**src/design/mtw_pkg.sv**
```systemverilog
// Shared constants, types and word functions for the MT19937 word generator.
package mtw_pkg;

    localparam int unsigned TABLE_WORDS = 624;
    localparam int unsigned SHIFT_DIST  = 397;
    localparam int unsigned SPLIT_POINT = 227;
    localparam int unsigned POS_W       = $clog2(TABLE_WORDS);

    typedef logic [31:0]      word_t;
    typedef logic [POS_W-1:0] pos_t;

    localparam word_t INIT_MULT  = 32'd1812433253;
    localparam word_t MATRIX_A   = 32'h9908b0df;
    localparam word_t UPPER_MASK = 32'h80000000;
    localparam word_t LOWER_MASK = 32'h7fffffff;
    localparam word_t TEMPER_B   = 32'd2636928640;
    localparam word_t TEMPER_C   = 32'd4022730752;

    localparam pos_t LAST_POS  = POS_W'(TABLE_WORDS - 1);
    localparam pos_t FAR_FWD   = POS_W'(SHIFT_DIST);
    localparam pos_t FAR_BACK  = POS_W'(SPLIT_POINT);

    localparam logic REG_SEED_IDX = 1'b0;

    typedef enum logic [1:0] {
        RD_CUR,
        RD_NEXT,
        RD_FAR
    } rd_sel_t;

    typedef struct packed {
        logic    seed_load;
        logic    seed_write;
        logic    rd_en;
        rd_sel_t rd_sel;
        logic    cap_cur;
        logic    cap_next;
        logic    mix_write;
        logic    out_load;
    } mtw_cmd_t;

    typedef struct packed {
        logic seeded;
        logic fill_last;
        logic out_free;
    } mtw_stat_t;

    function automatic word_t mix_words(input word_t hi_src, input word_t lo_src,
                                        input word_t far_src);
        word_t y;
        word_t r;
        y = (hi_src & UPPER_MASK) | (lo_src & LOWER_MASK);
        r = far_src ^ (y >> 1);
        if (y[0])
        begin
            r = r ^ MATRIX_A;
        end
        return r;
    endfunction

    function automatic word_t temper(input word_t y);
        word_t t;
        t = y ^ (y >> 11);
        t = t ^ ((t << 7) & TEMPER_B);
        t = t ^ ((t << 15) & TEMPER_C);
        t = t ^ (t >> 18);
        return t;
    endfunction

    function automatic word_t seed_step(input word_t prev, input pos_t idx);
        word_t x;
        word_t p;
        x = prev ^ (prev >> 30);
        p = word_t'(INIT_MULT * x);
        return p + {{(32 - POS_W){1'b0}}, idx};
    endfunction

endpackage

```
**src/design/mtw_ctrl.sv**
```systemverilog
// Controller state machine: seeding sweep and per-word read, mix and delivery sequence.
module mtw_ctrl (
    input  logic              clk,
    input  logic              rst_n,
    input  logic              in_valid,
    input  logic              in_reseed,
    output logic              in_ready,
    input  mtw_pkg::mtw_stat_t stat,
    output mtw_pkg::mtw_cmd_t  cmd
);

    import mtw_pkg::*;

    typedef enum logic [2:0] {
        ST_IDLE,
        ST_SEED,
        ST_CUR,
        ST_NEXT,
        ST_FAR,
        ST_MIX,
        ST_PUSH
    } state_t;

    state_t state_reg;
    state_t state_next;

    always_comb
    begin
        state_next = state_reg;
        cmd        = '0;
        cmd.rd_sel = RD_CUR;
        in_ready   = 1'b0;
        unique case (state_reg)
            ST_IDLE:
            begin
                in_ready = 1'b1;
                if (in_valid)
                begin
                    if (in_reseed || !stat.seeded)
                    begin
                        cmd.seed_load = 1'b1;
                        state_next    = ST_SEED;
                    end
                    else
                    begin
                        state_next = ST_CUR;
                    end
                end
            end
            ST_SEED:
            begin
                cmd.seed_write = 1'b1;
                if (stat.fill_last)
                begin
                    state_next = ST_CUR;
                end
            end
            ST_CUR:
            begin
                cmd.rd_en  = 1'b1;
                cmd.rd_sel = RD_CUR;
                state_next = ST_NEXT;
            end
            ST_NEXT:
            begin
                cmd.cap_cur = 1'b1;
                cmd.rd_en   = 1'b1;
                cmd.rd_sel  = RD_NEXT;
                state_next  = ST_FAR;
            end
            ST_FAR:
            begin
                cmd.cap_next = 1'b1;
                cmd.rd_en    = 1'b1;
                cmd.rd_sel   = RD_FAR;
                state_next   = ST_MIX;
            end
            ST_MIX:
            begin
                cmd.mix_write = 1'b1;
                state_next    = ST_PUSH;
            end
            ST_PUSH:
            begin
                if (stat.out_free)
                begin
                    cmd.out_load = 1'b1;
                    state_next   = ST_IDLE;
                end
            end
            default:
            begin
                state_next = ST_IDLE;
            end
        endcase
    end

    always_ff @(posedge clk or negedge rst_n)
    begin
        if (!rst_n)
        begin
            state_reg <= ST_IDLE;
        end
        else
        begin
            state_reg <= state_next;
        end
    end

endmodule

```
**config.mk**
```make
export PLATFORM = sky130hd
export DESIGN_NAME = mtw_ctrl
export DESIGN_NICKNAME = d
export VERILOG_FILES = /design/src/design/mtw_pkg.sv /design/src/design/mtw_ctrl.sv
export SDC_FILE = /design/constraint.sdc
export NUM_CORES = 1
export LEC_CHECK = 0
export ABC_AREA = 1
export ABC_CLOCK_PERIOD_IN_PS = 1400
export BUFFER_PORTS_ARGS = -buffer_cell sky130_fd_sc_hd__buf_2
export CAP_MARGIN = 20
export CORE_AREA = 2 2 39 41
export DETAILED_ROUTE_END_ITERATION = 6
export DIE_AREA = 0 0 41 43
export PLACE_DENSITY = 0.42
export REMOVE_ABC_BUFFERS = 1
export SLEW_MARGIN = 20
export SYNTH_ARGS = -nofsm -noshare
export SYNTH_HDL_FRONTEND = slang
export SYNTH_SLANG_ARGS = --single-unit
```
**constraint.sdc**
```tcl
create_clock -name clk -period 1.4 [get_ports clk]
set_clock_uncertainty 0.1 [all_clocks]
set_input_delay 0.14 -clock clk [delete_from_list [all_inputs] [get_ports clk]]
set_output_delay 0.14 -clock clk [all_outputs]
set_load 0.01 [all_outputs]
```
==> run metrics <==
power share of the clock group=0.151; combinational power share=0.608; most frequent cells in the layout=buf_2, nand2_1, inv_1, nor2_1, nand3_1; vias per cell=roughly 4.0; max-cap viol count=0; Slew Viols, Final=0; num rows=14; CTS tree=yes; Antenna Cells=0; Slew @ Worst Pin=232 ps; Starting Density=0.184; CP Launch Type=flop; part of the power in registers=0.241; full die area=~1800 um2; most common cell after layout, fill and taps aside=buf_2; DRT Wirelength=about 730 um; Worst Hold End=state_reg[0]; final hold viol count=0; Yosys cell types=12; largest net degree at the start of global routing=8; CTS HTree Levels=1; CTS root buffer=clkbuf_4; Hold Path Origin=stat[1]; GRT overflow=0; failing checks=negative setup slack; first-pass GRT wire length=about 1100 um; Max Clock Freq=710 MHz; vias in the first global route=between 300 and 400; cts bufs inserted=3; dpl hpwl=572 um; worst reg-to-reg path cell count=6; final setup fails=1; GP Congestion=0.708; Mapped Area=roughly 260 um2; Finished Layout Cells=82; worst reg-to-reg setup slack=~70 ps; Skew-Pair Late Insertion Delay=around 230 ps; RSZ-0062 raised after global routing=yes; total number of vias=332; Worst Path Required=between 1000 and 1500 ps; Max FO, Critical Path=6; FF-to-FF End=state_reg[2]; WS Path Type=flop to output port; layout cells sized above 1=0.515; nets=74; Switching Share=0.491; status=finished, violations left; Synth-to-Final Area Change=68.6%; routed len/inst=around 8.9 um; Clock Tree Buf Depth=2; Core Area=1380 um2; pwr/cell area=about 2300 nW/um2; Die Ht=between 40 and 50 um; post-route core utilization=0.311; crit end category=output port; Synth Area per Inst=about 5.8 um2; Largest register FFs=3; Clk pin slew, worst setup/hold paths=about 30 ps; PnR worst setup slack=-7.59 ps; Die Span X=just over 40 um; PortBufs=16; total track usage=0.0955; placed cell count=75; YS warnings=0; Worst IR Drop VDD=0.553 mV; Worst slew margin=0.844; Mapped Cells=44; Final Critical Period=1410 ps; internal power=~0.5 mW; # clock sinks=3; Antenna Nets Post-Route=0; WHS Path Cells=3; Worst Hold Class=input port to flop; Switching Power=~0.48 mW; CP Data Arrival Time=roughly 1200 ps; Power Total=about 1 mW; Initial DRC Count=2; leakage=0.275 nW; IO Pins=17; DRT Pass-1 Iters=3; DR DRC count=0; FF-to-FF Start=state_reg[0]; flops & latches, synth=3; Tcrit/Tclk final=1.01; antenna violations before repair=0; sequential share of the synthesized area=0.294
==> per-layer routing <==
layer	track usage	vias up	wire length (um)
met5	0	-	0
met4	0.0800	0	0
met2	0.147	7	401
li1	-	176	-
met1	0.0968	149	286
met3	0.0314	0	39
==> cell families (layout without fill, tap and decap cells) <==
kind of cell | count (synthesis) | in the layout | synth area share
buf+inv | 11 | 33 | 0.176
flops | 3 | 3 | 0.294
simple gates | 29 | 29 | 0.500
compound gates | 1 | 1 | 0.0294
==> metrics by stage <==
| step | TNS (ps) | area (um2) | hold WS [ps] | setup WS (ps) |
|---|---|---|---|---|
| 2_1_floorplan | 0 | 248 | -256 | 277 |
| 3_3_place_gp | 0 | 348 | -163 | 184 |
| 3_5_place_dp | 0 | 348 | -164 | 201 |
| 4_1_cts | -6.70 | 393 | 120 | -4.24 |
| 5_1_grt | -287 | 430 | 139 | -59.3 |
| 6_report | -7.59 | 430 | 122 | -7.59 |
==> power by group through the flow <==
stage / logic [mW] / registers (mW) / clock network (mW)
6_report: 0.597 / 0.237 / 0.149
5_1_grt: 0.669 / 0.249 / 0.166
4_1_cts: 0.538 / 0.203 / 0.157
3_5_place_dp: 0.523 / 0.191 / 0
3_3_place_gp: 0.536 / 0.192 / 0
2_1_floorplan: 0.350 / 0.180 / 0
==> layout make-up <==
class | count | area (um2)
Sequential cell | 3 | 78.8
Clock buffer | 4 | 26.3
Inverter | 10 | 40.0
Tap cell | 16 | 20.0
Multi-Input combinational cell | 30 | 160
Fill cell | 159 | 953
Timing Repair Buffer | 19 | 105
==> how the worst max path moves through the flow <==
stage                      start      endpoint  slack [ps]  depth (start not counted)
global placement    state_reg[0]        cmd[8]         180                          4
detailed placement  state_reg[0]        cmd[8]         200                          4
global route        state_reg[0]        cmd[1]         -60                          4
CTS                 state_reg[2]        cmd[0]          -4                          3
floorplan           state_reg[0]  state_reg[1]         280                          7
finish              state_reg[0]        cmd[0]          -8                          2
==> cell usage after synthesis <==
| library cell | instances | share of area |
|---|---|---|
| nand2_1 | 11 | 0.16 |
| dfrtp_1 | 3 | 0.29 |
| nor3_1 | 1 | 0.020 |
| nor4_1 | 1 | 0.025 |
| nand3_1 | 5 | 0.098 |
| o21bai_1 | 1 | 0.029 |
| inv_1 | 8 | 0.12 |
| nor3_2 | 1 | 0.039 |
| buf_4 | 1 | 0.029 |
| nor2_1 | 9 | 0.13 |
| nand4_1 | 1 | 0.025 |
| inv_2 | 2 | 0.029 |
==> worst max-delay path, cell delays in order, from the launching register on <==
cell and delay, ps:
dfrtp_2 460, nor4_1 300, buf_2 180
==> what timing repair did <==
| item | CTS | global route |
|---|---|---|
| resized for setup | 4 | 9 |
| setup endpoints to repair | 5 | 9 |
| hold buffers | 1 | 0 |
| setup buffers | 0 | 2 |
| endpoints found under the hold margin | 3 | 0 |
| pin swaps | 0 | 1 |
Note: power is estimated with default switching activity, not from simulation.
